$ cat src/hw/rtl/bvsg_pkg.sv
// Shared types, constants and the sine table of the body velocity setpoint generator.
package bvsg_pkg;

    localparam int SINE_TABLE_DEPTH = 256;
    localparam int SINE_AW          = $clog2(SINE_TABLE_DEPTH);

    localparam longint HALF_PI_Q30 = 64'sd1686629713;
    localparam longint Q30_ONE     = 64'sd1073741824;

    localparam logic [1:0] REQ_COMMAND  = 2'd0;
    localparam logic [1:0] REQ_POSITION = 2'd1;
    localparam logic [1:0] REQ_TICK     = 2'd2;

    localparam int CFG_IDX_W  = 3;
    localparam int CFG_DATA_W = 24;

    localparam logic [CFG_IDX_W-1:0] CFG_CRUISE_ALT  = 3'd0;
    localparam logic [CFG_IDX_W-1:0] CFG_MAX_HORIZ   = 3'd1;
    localparam logic [CFG_IDX_W-1:0] CFG_MAX_TURN    = 3'd2;
    localparam logic [CFG_IDX_W-1:0] CFG_CMD_TIMEOUT = 3'd3;
    localparam logic [CFG_IDX_W-1:0] CFG_ALT_GAIN    = 3'd4;
    localparam logic [CFG_IDX_W-1:0] CFG_MAX_VERT    = 3'd5;

    localparam logic [16:0] RST_CRUISE_ALT  = 17'd2500;
    localparam logic [14:0] RST_MAX_HORIZ   = 15'd1500;
    localparam logic [14:0] RST_MAX_TURN    = 15'd800;
    localparam logic [23:0] RST_CMD_TIMEOUT = 24'd500000;
    localparam logic [15:0] RST_ALT_GAIN    = 16'd256;
    localparam logic [14:0] RST_MAX_VERT    = 15'd1000;

    typedef struct packed {
        logic [1:0]         req_type;
        logic [63:0]        time_us;
        logic signed [15:0] cmd_forward_vel;
        logic signed [15:0] cmd_left_vel;
        logic signed [15:0] cmd_turn_rate;
        logic [15:0]        heading_angle;
        logic signed [23:0] down_position_mm;
        logic               horiz_pos_valid;
        logic               vert_pos_valid;
    } t_in_item;

    typedef struct packed {
        logic               setpoint_valid;
        logic signed [15:0] north_vel;
        logic signed [15:0] east_vel;
        logic signed [15:0] down_vel;
        logic signed [15:0] yaw_rate_cw;
        logic               command_stale;
        logic [63:0]        stamp_us;
    } t_out_item;

    typedef struct packed {
        logic [16:0] cruise_altitude_mm;
        logic [14:0] max_horizontal_speed;
        logic [14:0] max_turn_rate;
        logic [23:0] command_timeout_us;
        logic [15:0] altitude_gain;
        logic [14:0] max_vertical_speed;
    } t_cfg;

    typedef struct packed {
        logic               pos_ok;
        logic               stale;
        logic signed [15:0] fwd;
        logic signed [15:0] left;
        logic signed [15:0] turn;
        logic signed [15:0] sin_a;
        logic signed [15:0] cos_a;
        logic signed [24:0] alt_err;
        logic [63:0]        stamp;
    } t_stage1;

    typedef logic [SINE_TABLE_DEPTH-1:0][15:0] t_sine_tab;

    // shift-subtract quotient, evaluated only while building the table
    function automatic logic [63:0] udiv64(logic [63:0] num, logic [63:0] den);
        logic [63:0] quo;
        logic [64:0] rem;
        quo = '0;
        rem = '0;
        for (int b = 63; b >= 0; b--) begin
            rem = {rem[63:0], num[b]};
            if (rem >= {1'b0, den}) begin
                rem    = rem - {1'b0, den};
                quo[b] = 1'b1;
            end
        end
        return quo;
    endfunction

    // Q1.15 sine over one full turn, built from a Q30 Taylor series
    function automatic t_sine_tab build_sine_tab();
        t_sine_tab   tab;
        longint      q;
        longint      r;
        longint      x;
        longint      sum;
        longint      v;
        logic [63:0] term;
        logic [63:0] d;
        for (int k = 0; k < SINE_TABLE_DEPTH; k++) begin
            q = (4 * k) / SINE_TABLE_DEPTH;
            r = 4 * k - q * SINE_TABLE_DEPTH;
            x = HALF_PI_Q30 * r / SINE_TABLE_DEPTH;
            term = q[0] ? 64'(Q30_ONE) : 64'(x);
            sum = longint'(term);
            for (int n = 1; n <= 9; n++) begin
                d = q[0] ? 64'((2 * n - 1) * (2 * n)) : 64'((2 * n) * (2 * n + 1));
                term = (term * 64'(x)) >> 30;
                term = (term * 64'(x)) >> 30;
                term = udiv64(term, d);
                if (n[0]) begin
                    sum = sum - longint'(term);
                end else begin
                    sum = sum + longint'(term);
                end
            end
            if (sum < 0) begin
                sum = 0;
            end
            v = (sum * 32767 + Q30_ONE / 2) >>> 30;
            if (v > 32767) begin
                v = 32767;
            end
            tab[k] = (q >= 2) ? 16'(-v) : 16'(v);
        end
        return tab;
    endfunction

    localparam t_sine_tab SINE_TAB = build_sine_tab();

    function automatic logic [SINE_AW-1:0] sine_index(logic [15:0] angle);
        logic [31:0] p;
        p = 32'(angle) * 32'(SINE_TABLE_DEPTH);
        return p[16 +: SINE_AW];
    endfunction

endpackage

$ cat src/hw/rtl/bvsg_req_if.sv
// Event input channel: valid, ready and one event item.
interface bvsg_req_if;
    logic               valid;
    logic               ready;
    bvsg_pkg::t_in_item data;

    modport source (output valid, output data, input ready);
    modport sink (input valid, input data, output ready);
endinterface

$ cat src/hw/rtl/bvsg_front.sv
// Event state, command freshness, clamping, sine lookup and the operand register.
module bvsg_front (
    input  logic               i_clk,
    input  logic               i_rst_n,
    bvsg_req_if.sink           i_req,
    input  bvsg_pkg::t_cfg     i_cfg,
    output bvsg_pkg::t_stage1  o_s1,
    output logic               o_s1_valid,
    input  logic               i_s1_ready
);

    logic signed [15:0] r_cmd_fwd;
    logic signed [15:0] r_cmd_left;
    logic signed [15:0] r_cmd_turn;
    logic [63:0]        r_cmd_time;
    logic               r_cmd_seen;
    logic [15:0]        r_heading;
    logic signed [23:0] r_down_pos;
    logic               r_pos_ok;

    logic               r_v1;
    bvsg_pkg::t_stage1  r_s1;
    bvsg_pkg::t_stage1  n_s1;

    logic        rdy1;
    logic        acc;
    logic        is_tick;
    logic        tick_acc;
    logic [63:0] age;
    logic        fresh;
    logic [15:0] ang;
    logic [15:0] ang_cos;

    function automatic logic signed [15:0] clamp16(logic signed [15:0] v, logic [14:0] lim);
        logic signed [16:0] vv;
        logic signed [16:0] hi;
        vv = {v[15], v};
        hi = {2'b00, lim};
        if (vv > hi) begin
            return {1'b0, lim};
        end else if (vv < -hi) begin
            return 16'(-hi);
        end
        return v;
    endfunction

    assign rdy1        = !r_v1 || i_s1_ready;
    assign i_req.ready = rdy1;
    assign acc         = i_req.valid && rdy1;
    assign is_tick     = i_req.data.req_type == bvsg_pkg::REQ_TICK;
    assign o_s1        = r_s1;
    assign o_s1_valid  = r_v1;
    assign tick_acc    = acc && is_tick;

    assign age     = i_req.data.time_us - r_cmd_time;
    assign fresh   = r_cmd_seen && ((i_req.data.time_us < r_cmd_time) ||
                                    (age < {40'd0, i_cfg.command_timeout_us}));
    assign ang     = 16'd16384 - r_heading;
    assign ang_cos = ang + 16'd16384;

    always_comb begin
        n_s1.pos_ok  = r_pos_ok;
        n_s1.stale   = r_cmd_seen && !fresh;
        n_s1.fwd     = fresh ? clamp16(r_cmd_fwd, i_cfg.max_horizontal_speed) : 16'sd0;
        n_s1.left    = fresh ? clamp16(r_cmd_left, i_cfg.max_horizontal_speed) : 16'sd0;
        n_s1.turn    = fresh ? clamp16(r_cmd_turn, i_cfg.max_turn_rate) : 16'sd0;
        n_s1.sin_a   = bvsg_pkg::SINE_TAB[bvsg_pkg::sine_index(ang)];
        n_s1.cos_a   = bvsg_pkg::SINE_TAB[bvsg_pkg::sine_index(ang_cos)];
        n_s1.alt_err = $signed({8'd0, i_cfg.cruise_altitude_mm}) +
                       $signed({r_down_pos[23], r_down_pos});
        n_s1.stamp   = i_req.data.time_us;
    end

    always_ff @(posedge i_clk) begin
        if (!i_rst_n) begin
            r_cmd_seen <= 1'b0;
            r_pos_ok   <= 1'b0;
            r_v1       <= 1'b0;
        end else begin
            if (acc && i_req.data.req_type == bvsg_pkg::REQ_COMMAND) begin
                r_cmd_seen <= 1'b1;
            end
            if (acc && i_req.data.req_type == bvsg_pkg::REQ_POSITION) begin
                r_pos_ok <= i_req.data.horiz_pos_valid && i_req.data.vert_pos_valid;
            end
            if (rdy1) begin
                r_v1 <= tick_acc;
            end
        end
    end

    always_ff @(posedge i_clk) begin
        if (acc && i_req.data.req_type == bvsg_pkg::REQ_COMMAND) begin
            r_cmd_fwd  <= i_req.data.cmd_forward_vel;
            r_cmd_left <= i_req.data.cmd_left_vel;
            r_cmd_turn <= i_req.data.cmd_turn_rate;
            r_cmd_time <= i_req.data.time_us;
        end
        if (acc && i_req.data.req_type == bvsg_pkg::REQ_POSITION) begin
            r_heading  <= i_req.data.heading_angle;
            r_down_pos <= i_req.data.down_position_mm;
        end
        if (tick_acc) begin
            r_s1 <= n_s1;
        end
    end

    a_tick_loads: assert property (@(posedge i_clk) disable iff (!i_rst_n)
        tick_acc |=> r_v1)
        else $error("accepted tick did not reach the operand register");

    a_stale_zero: assert property (@(posedge i_clk) disable iff (!i_rst_n)
        r_v1 && r_s1.stale |-> r_s1.fwd == 16'sd0 && r_s1.left == 16'sd0 &&
                               r_s1.turn == 16'sd0)
        else $error("stale command carries nonzero velocity");

endmodule

$ cat src/flat_wrapper.sv
// flat-port wrapper written by rule: the top's interface ports become plain ports
module bvsg_front_flat 
  (i_clk, i_rst_n, i_cfg, o_s1, o_s1_valid, i_s1_ready, i_req_valid, i_req_data, i_req_ready);
  bvsg_req_if i_req_i ();
  input  logic i_clk;
  input  logic i_rst_n;
  input  bvsg_pkg::t_cfg i_cfg;
  output bvsg_pkg::t_stage1 o_s1;
  output logic o_s1_valid;
  input  logic i_s1_ready;
  input wire logic [$bits(i_req_i.valid)-1:0] i_req_valid;
  input wire logic [$bits(i_req_i.data)-1:0] i_req_data;
  output wire logic [$bits(i_req_i.ready)-1:0] i_req_ready;
  assign i_req_i.valid = i_req_valid;
  assign i_req_i.data = i_req_data;
  assign i_req_ready = i_req_i.ready;
  bvsg_front u_core (.i_clk(i_clk), .i_rst_n(i_rst_n), .i_req(i_req_i), .i_cfg(i_cfg), .o_s1(o_s1), .o_s1_valid(o_s1_valid), .i_s1_ready(i_s1_ready));
endmodule
$ cat config.mk
export PLATFORM = sky130hd
export DESIGN_NAME = bvsg_front_flat
export DESIGN_NICKNAME = d
export VERILOG_FILES = /design/src/hw/rtl/bvsg_pkg.sv /design/src/hw/rtl/bvsg_req_if.sv /design/src/hw/rtl/bvsg_front.sv /design/src/flat_wrapper.sv
export SDC_FILE = /design/constraint.sdc
export NUM_CORES = 1
export LEC_CHECK = 0
export BUFFER_PORTS_ARGS = -buffer_cell sky130_fd_sc_hd__clkbuf_2
export CORE_MARGIN = 4
export CORE_UTILIZATION = 35
export DETAILED_ROUTE_END_ITERATION = 8
export GPL_TIMING_DRIVEN = 0
export PLACE_DENSITY = 0.53
export SKIP_CTS_REPAIR_TIMING = 1
export SLEW_MARGIN = 25
export SYNTH_ARGS = -nofsm -noshare
export SYNTH_HDL_FRONTEND = slang
export SYNTH_SLANG_ARGS = --single-unit
$ cat constraint.sdc
create_clock -name i_clk -period 30.3 [get_ports i_clk]
set_clock_uncertainty 0.15 [all_clocks]
set_input_delay 4.545 -clock i_clk [delete_from_list [all_inputs] [get_ports i_clk]]
set_output_delay 4.545 -clock i_clk [all_outputs]
set_load 0.1 [all_outputs]
# Word level (Yosys, flattened, before mapping)
# Memory sizes are Yosys's and may differ from the RTL's. A register that Yosys moved wholly into a read port is not among the register bits.
# Index checks and enable logic that the tools add are counted.
op_classes:
  n_addsub: 6
  mul: 0
  div: 0
  n_lt_le_gt_ge: 8
  eq_ne: 2
  shifts: 0
  mux: 15
  n_bitwise: 0
  n_reduce_logical: 12
ops:
  columns: ["cell", "n"]
  rows:
  - ["2-to-1 mux 16 bit", 9]
  - ["< comparator 64 x 24 -> 1 bit", 1]
  - ["< comparator 64 bit", 1]
  - ["subtractor 64 bit", 1]
  - ["< comparator 16 x 17 -> 1 bit", 3]
  - ["> comparator 16 bit", 3]
  - ["negation 15 -> 17 bit", 2]
  - ["adder 18 x 24 -> 25 bit", 1]
  - ["adder 16 x 15 -> 16 bit, second input constant", 1]
  - ["subtractor 15 x 16 -> 16 bit, first input constant", 1]
  - ["logical AND 1 bit", 7]
  - ["2-to-1 mux 1 bit", 6]
  - ["equality test 2 x 1 -> 1 bit, second input constant", 1]
  - ["equality test 2 bit, second input constant", 1]
  - ["logical NOT 1 bit", 2]
  - ["logical NOT 2 bit", 1]
  - ["logical OR 1 bit", 2]
totals:
  regBits: 294
  latch_bits: 0
  mem_bits_rw: 0
  rom_bits: 8192
  in_bits: 262
  output_inout_bits: 173
  elab_cells: 61
  n_memories: 2
memory_table:
  columns: ["memory", "words", "width", "rd", "rd_clocked_by_memory_dff", "wr", "line_no", "text"]
  rows:
  - ["(name not given)", 256, 16, 1, 1, 0, "bvsg_front.sv:68", "n_s1.cos_a = bvsg_pkg::SINE_TAB[bvsg_pkg::sine_index(ang_cos)];"]
  - ["(name not given)", 256, 16, 1, 1, 0, "bvsg_front.sv:67", "n_s1.sin_a = bvsg_pkg::SINE_TAB[bvsg_pkg::sine_index(ang)];"]

# Logic depth before layout (Yosys ltp)
# Gate-level depths: netlist of the first run.
logic_depth:
  ltp_word: 6
  ltp_mapped: 24
  depth_no_buf: 22

# Worst setup path after synthesis of the first run
# OpenSTA, ideal clock, no wires.
synth_path:
  kind: "input to register"
  startpoint: "input port i_s1_ready"
  endpoint: "register u_core.r_s1 (netlist bit u_core.o_s1[0]) (enable)"
  setup_ns: 0.949
  t_arrival_ns: 17.885
  required_time_ns: 29.201
  slack_ns: 11.316
  path_stages: 4
  n_path_buf: 0
  path_cell_list: "nor2b_1 -> inv_1 -> nand2_1 -> nor3b_1"
synth_between:
  elab_chain_len: 3
synth_rtl:
  columns: ["element", "line_no", "text"]
  rows:
  - ["start: declaration", "flat_wrapper.sv:10", "input logic i_s1_ready;"]
  - ["logical OR 1 bit", "bvsg_front.sv:47", "assign rdy1 = !r_v1 || i_s1_ready;"]
  - ["named net i_req_ready", "flat_wrapper.sv:13", "output wire logic [$bits(i_req_i.ready)-1:0] i_req_ready;"]
  - ["logical AND 1 bit", "bvsg_front.sv:49", "assign acc = i_req.valid && rdy1;"]
  - ["logical AND 1 bit", "bvsg_front.sv:53", "assign tick_acc = acc && is_tick;"]
  - ["named net u_core.tick_acc", "bvsg_front.sv:28", "logic tick_acc;"]
  - ["end signal: assignment", "bvsg_front.sv:104", "r_s1 <= n_s1;"]
  - ["end: declaration", "bvsg_front.sv:22", "bvsg_pkg::t_stage1 r_s1;"]
# The timed path passes the listed nets, and every way through them passes these cells.
# A chain may end at the register's enable or synchronous reset.

# Worst setup path in the final report of the first run
layout_path:
  startpoint: "input port i_s1_ready"
  endpoint: "output port i_req_ready"
layout_between:
  elab_chain_len: 1
layout_rtl:
  columns: ["element", "line_no"]
  rows:
  - ["logical OR 1 bit", "bvsg_front.sv:47"]
  - ["end: declaration", "flat_wrapper.sv:13"]
# No other way between the ends.

==> results of run 1 <==
==> sequential cells by signal, summed over array words and instances, names as in the netlist <==
signal and count:
u_core.r_heading 16, u_core.r_pos_ok 1, u_core.r_down_pos 24, u_core.r_cmd_left 16, u_core.o_s1 171, u_core.r_cmd_turn 16
u_core.r_cmd_seen 1, u_core.r_cmd_time 64, u_core.r_cmd_fwd 16, u_core.o_s1_valid 1
==> how the worst min path moves through the flow <==
stage | endpoint | slack [ps] | cells after the start
after floorplan | u_core.o_s1[170] | 260 | 0
after global placement | u_core.o_s1[170] | 270 | 0
after detailed placement | u_core.o_s1[170] | 270 | 0
after CTS | u_core.o_s1[170] | 280 | 0
after global routing | u_core.o_s1[170] | 300 | 0
final | u_core.o_s1[170] | 280 | 0
==> power breakdown <==
group / total (uW) / switching, uW / internal [uW]
logic: 315 / 220 / 95.0
clock network: 516 / 196 / 319
registers: 518 / 5.47 / 513
total: 1350 / 421 / 927
==> cell families (layout without fill, tap and decap cells) <==
family	after synthesis	in the layout
AND/OR/NAND/NOR	922	922
adder cells (fa/ha/maj)	219	219
multiplexers	47	47
flip-flops	326	326
XOR/XNOR	82	82
other	0	5
AO/OA/AOI/OAI	910	910
buffers and inverters	344	864
==> synth_stat cells, types with 22 or more instances <==
cell / instances
nand3_1: 47
o21a_1: 47
nor2b_1: 52
ha_1: 216
buf_2: 22
o21ai_0: 230
mux2_2: 25
nand4_1: 47
nand2_1: 253
a22oi_1: 32
o22ai_1: 28
o211ai_1: 39
a21oi_1: 218
a21o_1: 29
a31oi_1: 40
edfxtp_1: 323
nor3_1: 80
nand2b_1: 31
clkbuf_1: 134
a211oi_1: 29
nor2_1: 257
xnor2_1: 63
and2_1: 26
or3_1: 33
inv_1: 168
==> cell type report <==
class | instances | area (um^2)
Timing Repair Buffer | 445 | 2365
Tap cell | 950 | 1189
Clock buffer | 52 | 1107
Sequential cell | 326 | 9759
Inverter | 171 | 641.9
Buffer | 173 | 704.4
Clock inverter | 23 | 310.3
Multi-Input combinational cell | 2180 | 14430
Fill cell | 7442 | 41340
Antenna cell | 5 | 12.51
==> critical path, cell delays in order <==
cell and delay (ps):
clkbuf_2 100, nor2b_1 710, inv_1 160, clkbuf_2 420
==> through the flow <==
| step | instances | power, uW | worst slack (ps) |
|---|---|---|---|
| 2_1_floorplan | 2850 | 735.6 | 11320 |
| 3_3_place_gp | 4201 | 841.6 | 4574 |
| 3_5_place_dp | 4245 | 835.4 | 19220 |
| 4_1_cts | 4320 | 1359 | 19720 |
| 5_1_grt | 4322 | 1406 | 19210 |
| 6_report | 4325 | 1348 | 19670 |
==> metal layers <==
layer | part of all wire | global-route usage | wire (um) | vias to the layer above
met5 | 0.00033 | 0 | 39 | -
met4 | 0.049 | 0.1210 | 5804 | 6
met3 | 0.090 | 0.07103 | 10770 | 315
met2 | 0.43 | 0.4504 | 51400 | 1363
met1 | 0.43 | 0.4031 | 51590 | 12284
li1 | - | - | - | 11688
==> summary.txt, run 1 <==
Clock tree
  • TritonCTS clock tree: done
  • H-Tree Depth: 2
  • Clock transition at the registers of the reported paths: 60 ps
  • Clk_lat worst skew: 560 ps
  • Root buffer cell: clkbuf_16
  • CTS Buf Count: 41
  • Worst-case clock buffer depth: 3
  • Sink Count: 326

Synthesis
  • Seq cells post-synth: 326
  • Compound-Gate Fraction of Synth Area: 0.2326
  • XOR/XNOR Fraction of Synth Area: 0.02877
  • Register area share after synthesis: 0.3830
  • Synth top area share: 0.3806
  • Largest family of logic cells by synthesized area: compound AO/OA/AOI/OAI gates
  • Synth Flop Type: edfxtp_1
  • Top cells by area, synth: edfxtp_1 38%, ha_1 11%, o21ai_0 4.5%
  • Async S/R FF share, synth: 0
  • Post-Synth Adder-Cell Area: 0.1080
  • Post-synthesis cell area: 0.02548 mm^2
  • Area leader, netlist: edfxtp_1
  • Average size of a mapped cell: 8.942 um^2
  • Number of flops mapped to enable cells by yosys: 323
  • Portion of netlist area occupied by mux cells: 0.02018
  • Library cells used by synthesis: 94
  • Net count after synthesis: 3330
  • Synth Area in Simple Gates: 0.1747
  • Synth warn: 0
  • Synth Instances: 2850

Route
  • Vias per cell: 5.932
  • Routed Antenna Nets: 0
  • # DRC: 0
  • WL final: 119.6 mm
  • First-pass DRT Iterations: 7
  • Routed vias: 25656
  • Initial DRC Count: 2781
  • Post-DR wirelength/cell: 27.65 um

Critical path
  • CP startpoint: i_s1_ready
  • Crit-path max FO: 3
  • CP Capture Type: output pin
  • Crit path required time: 25610 ps
  • Reg2Reg Capture Point: u_core.o_s1[111]
  • Flop2flop setup slack: 22810 ps
  • Arrival time at the worst endpoint: 5940 ps
  • End point of the critical path: i_req_ready
  • R2r startpoint: u_core.r_heading[7]
  • Worst Path Class, Setup: input pin to output pin
  • Worst reg-to-reg path cell count: 15
  • Setup crit start kind: input pin

STA
  • Final Setup Violations: 0
  • Final Hold Viols: 0
  • Max Fclk: 94.04 MHz
  • Worst-Margin Slew: 1203 ps
  • Min Clock Period, post-route: 10630 ps
  • Fin crit share: 0.3510
  • Hold WS: 282.8 ps
  • RSZ-0062 raised after global routing: false
  • Setup TNS: 0 ps
  • Rel. slew slack: 0.1952
  • Slew Limit Fails: 0

Die
  • Die ar.: 0.07720 mm^2
  • # IOs: 435
  • Starting Density: 0.3547
  • Die height: 277.8 um
  • Area of the core: 0.07185 mm^2
  • Die X: 277.8 um
  • Row cnt: 98

Min path
  • Hold Path Origin: u_core.r_pos_ok
  • Tightest Hold Check Type: flop to flop

Final layout
  • Area grow syn2layout: 19.75%
  • Fin area: 0.03052 mm^2
  • Most common cell after layout, fill and taps aside: clkbuf_2
  • Nets@finish: 3818
  • Ratio of cells with drive above 1 in the final layout: 0.1810
  • Most frequent cells in the layout: 402 x clkbuf_2, 323 x edfxtp_1, 253 x nand2_1, 252 x nor2_1, 229 x o21ai_0
  • Fin util: 0.4247

GRT
  • GRT Overall Usage: 0.2955
  • Initial antenna violation count: 7
  • Vias in the first global route: 24872
  • First-pass GRT wire length: 171.7 mm
  • Largest net degree at the start of global routing: 16
  • GRT overflow: 0

Place
  • Port bufs: 401
  • DP Area: 0.02909 mm^2
  • Placer Congestion: 1.063
  • DP Wirelength: 94.97 mm

Power and ir drop
  • Leak: 0.01238 uW
  • VDD IR-drop max: 0.05158 mV
  • Pwr dens: 44.18 mW/mm^2

Status
  • Status: completed

Job
  • Max-cap viol count: 0
(Power assumes the default switching activity.)
==> run 2: changes to the inputs <==
--- a/config.mk
+++ b/config.mk
@@ -5,6 +5,7 @@
 export SDC_FILE = /design/constraint.sdc
 export NUM_CORES = 1
 export LEC_CHECK = 0
+export ABC_AREA = 1
 export BUFFER_PORTS_ARGS = -buffer_cell sky130_fd_sc_hd__clkbuf_2
 export CORE_MARGIN = 4
 export CORE_UTILIZATION = 35
==> constraint.sdc (replaced) <==
create_clock -name i_clk -period 9.9 [get_ports i_clk]
set_clock_uncertainty 0.15 [all_clocks]
set_input_delay 1.485 -clock i_clk [delete_from_list [all_inputs] [get_ports i_clk]]
set_output_delay 1.485 -clock i_clk [all_outputs]
set_load 0.1 [all_outputs]
==> run 2 against run 1 <==
Combinational power rose to 3.1 times the previous value. Highest routed layer unchanged. Synthesized cell count up 29%. Routed wire length down 3.5%. Area after synthesis up 3.2%. Global-route usage down 1.2 points. Count of clock-buffer cells in the layout down 2.
==> summary.txt, run 2 <==
Synthesis
  • Most common cell in the netlist: nand2_1 (was edfxtp_1)
  • Number of flops mapped to enable cells by yosys: 323 (unchanged)
  • Register area share after synthesis: 0.3712 (was 0.3830)
  • Synth Instances: 3666 (was 2850)
  • Largest family of logic cells by synthesized area: simple AND/OR/NAND/NOR gates (was compound AO/OA/AOI/OAI gates)
  • Top cells by count, synth: 1258 x nand2_1, 640 x inv_1, 323 x edfxtp_1, 251 x nor2_1, 216 x ha_1 (was 323 x edfxtp_1, 257 x nor2_1, 253 x nand2_1, 230 x o21ai_0, 218 x a21oi_1)
  • Synth Flop Type: edfxtp_1 (unchanged)
  • Net count after synthesis: 4146 (was 3330)
  • Seq cells post-synth: 326 (unchanged)
  • Synth top area share: 0.3689 (was 0.3806)
  • Synth warn: 0 (unchanged)
  • XOR/XNOR Fraction of Synth Area: 0.01999 (was 0.02877)
  • Area leader, netlist: edfxtp_1 (unchanged)
  • Top cells by area, synth: edfxtp_1 37%, nand2_1 18%, ha_1 10% (was edfxtp_1 38%, ha_1 11%, o21ai_0 4.5%)
  • Synth Area in Simple Gates: 0.3030 (was 0.1747)
  • Post-synthesis cell area: 0.02629 mm^2 (was 0.02548 mm^2)
  • Average size of a mapped cell: 7.171 um^2 (was 8.942 um^2)
  • Post-Synth Adder-Cell Area: 0.1043 (was 0.1080)
  • Library cells used by synthesis: 54 (was 94)
  • Async S/R FF share, synth: 0 (unchanged)
  • Compound-Gate Fraction of Synth Area: 0.09466 (was 0.2326)
  • Portion of netlist area occupied by mux cells: 0 (was 0.02018)

STA
  • Rel. slew slack: 0.2634 (was 0.1952)
  • Max Fclk: 168.6 MHz
  • RSZ-0062 raised after global routing: false (unchanged)
  • Setup TNS: 0 ps (unchanged)
  • Worst-Margin Slew: 1101 ps (was 1203 ps)
  • Slew Limit Fails: 0 (unchanged)
  • Worst setup margin: 3969 ps (was 19670 ps)
  • Min Clock Period, post-route: 5931 ps
  • Final Setup Violations: 0 (unchanged)
  • Hold WS: 283.0 ps (was 282.8 ps)
  • Fin crit share: 0.5991
  • Final Hold Viols: 0 (unchanged)

GRT
  • Vias in the first global route: 25991 (was 24872)
  • Initial antenna violation count: 6 (was 7)
  • GRT overflow: 0 (unchanged)
  • First-pass GRT wire length: 166.9 mm (was 171.7 mm)
  • GRT Overall Usage: 0.2832 (was 0.2955)
  • Largest net degree at the start of global routing: 25 (was 16)

Route
  • Vias per cell: 5.143 (was 5.932)
  • Initial DRC Count: 2226 (was 2781)
  • Routed vias: 26426 (was 25656)
  • First-pass DRT Iterations: 6 (was 7)
  • Routed Antenna Nets: 0 (unchanged)
  • # DRC: 0 (unchanged)
  • Post-DR wirelength/cell: 22.46 um (was 27.65 um)
  • WL final: 115.4 mm (was 119.6 mm)

Critical path
  • Arrival time at the worst endpoint: 6130 ps (was 5940 ps)
  • Setup crit start kind: input pin (unchanged)
  • Flop2flop setup slack: 4880 ps (was 22810 ps)
  • Crit-path max FO: 10 (was 3)
  • Family with the most delay on the worst path: simple AND/OR/NAND/NOR gates (unchanged)
  • End point of the critical path: u_core.o_s1[140] (was i_req_ready)
  • CP max stage delay: 390 ps (was 710 ps)
  • Reg2Reg Capture Point: u_core.o_s1[106] (was u_core.o_s1[111])
  • CP startpoint: i_cfg[71] (was i_s1_ready)
  • Critical Path Stages: 26 (was 4)
  • Worst reg-to-reg path cell count: 17 (was 15)
  • Worst Path Class, Setup: input pin to flop (was input pin to output pin)
  • Slowest-stage cell, CP: nor3_1 (was nor2b_1)
  • Crit path required time: 10100 ps (was 25610 ps)
  • CP Capture Type: flop (was output pin)
  • R2r startpoint: u_core.r_heading[3] (was u_core.r_heading[7])
  • Crit path buffers/inverters: 6 (was 3)

Job
  • Max-cap viol count: 0 (unchanged)

Die
  • Die X: 282.1 um (was 277.8 um)
  • # IOs: 435 (unchanged)
  • Die height: 282.1 um (was 277.8 um)
  • Row cnt: 100 (was 98)
  • Starting Density: 0.3531 (was 0.3547)
  • Die ar.: 0.07956 mm^2 (was 0.07720 mm^2)
  • Area of the core: 0.07445 mm^2 (was 0.07185 mm^2)

Place
  • Placer Congestion: 1.027 (was 1.063)
  • Dpl ws: 3388 ps (was 19220 ps)
  • Port bufs: 403 (was 401)
  • DP Wirelength: 94.99 mm (was 94.97 mm)

Final layout
  • Area grow syn2layout: 19.04% (was 19.75%)
  • Nets@finish: 4614 (was 3818)
  • Area occupied by multi-input gates: 0.01375 mm^2 (was 0.01443 mm^2)
  • Number of flip-flops in the largest register: 171 (unchanged)
  • Fin util: 0.4204 (was 0.4247)
  • Ratio of cells with drive above 1 in the final layout: 0.1453 (was 0.1810)
  • Layout fillers: 7925 (was 7442)
  • FF+latch area: 0.009759 mm^2 (unchanged)
  • Most frequent cells in the layout: 1258 x nand2_1, 640 x inv_1, 403 x clkbuf_2, 323 x edfxtp_1, 250 x nor2_1 (was 402 x clkbuf_2, 323 x edfxtp_1, 253 x nand2_1, 252 x nor2_1, 229 x o21ai_0)
  • Most common cell after layout, fill and taps aside: nand2_1 (was clkbuf_2)

Min path
  • Tightest Hold Check Type: flop to flop (unchanged)

Clock tree
  • Clk_lat worst skew: 580 ps (was 560 ps)
  • Worst-case clock buffer depth: 3 (unchanged)
  • TritonCTS clock tree: done (unchanged)
  • Clock transition at the registers of the reported paths: 60 ps (about the same)
  • Root buffer cell: clkbuf_16 (unchanged)
  • H-Tree Depth: 2 (unchanged)
  • CTS Buf Count: 41 (unchanged)
  • Sink Count: 326 (unchanged)

Power and ir drop
  • Pwr dens: 132.3 mW/mm^2 (was 44.18 mW/mm^2)
  • VDD IR-drop max: 0.1208 mV (was 0.05158 mV)
  • Leak: 0.01602 uW (was 0.01238 uW)

Status
  • Status: completed (unchanged)
-- run 2: cell types whose count changed after synthesis, moves of 52 or more --
cell      change
a21oi_1      -63
clkbuf_1    -110
nand2_1    +1005
nor2b_1      -52
inv_1       +472
nand3_1     +131
xnor2_1      -53
-- run 2: power by group --
| group | internal [uW] | switching, uW |
|---|---|---|
| sequential | 1570 | 18.9 |
| clock | 961 | 604 |
| combinational | 268 | 716 |
-- run 2: worst min path at each step --
stage | start | end | cells after the start | slack (ps)
floorplan | u_core.r_pos_ok | u_core.o_s1[170] | 0 | 260
global placement | u_core.r_pos_ok | u_core.o_s1[170] | 0 | 260
detailed placement | u_core.r_pos_ok | u_core.o_s1[170] | 0 | 270
CTS | u_core.r_pos_ok | u_core.o_s1[170] | 0 | 280
global route | u_core.r_pos_ok | u_core.o_s1[170] | 0 | 290
finish | u_core.r_pos_ok | u_core.o_s1[170] | 0 | 280
-- run 2: kinds of logic after synthesis --
group           count (synthesis)
simple gates                 1891
buf+inv                       723
compound gates                448
flops                         326
fa+ha+maj                     218
xor+xnor                       60
-- run 2: worst reg2reg max path, delay by kind of cell (launching register included) --
family	cells	cell delay (ps)
compound gates	1	860
flops	1	370
simple gates	12	2310
fa+ha+maj	1	380
buf+inv	3	640
-- run 2: area by class of cell --
class                   instances  share of cell area
inverters                     653             0.07832
repair buffers                425             0.07544
multi-input cells            2617              0.4392
flip-flops and latches        326              0.3119
clock buffers                  50             0.03454
diodes                          4           0.0003198
clock inverters                24             0.01012
well taps                     969             0.03874
plain buffers                  70             0.01143
-- run 2: metrics by stage --
step / power [uW] / cell area (um^2) / std cells
final: 4139 / 31300 / 5138
after global placement: 2590 / 29530 / 5038
after floorplan: 2269 / 26300 / 3666
after CTS: 4182 / 31290 / 5134
after detailed placement: 2591 / 29890 / 5060
after global routing: 4339 / 31290 / 5136
-- run 2: layer usage --
metal | GRT usage | vias to the layer above | share of wire
li1 | - | 12829 | -
met1 | 0.3491 | 12252 | 0.41
met2 | 0.4834 | 1063 | 0.47
met3 | 0.05901 | 278 | 0.076
met4 | 0.1176 | 4 | 0.048
met5 | 0 | - | 0.00023
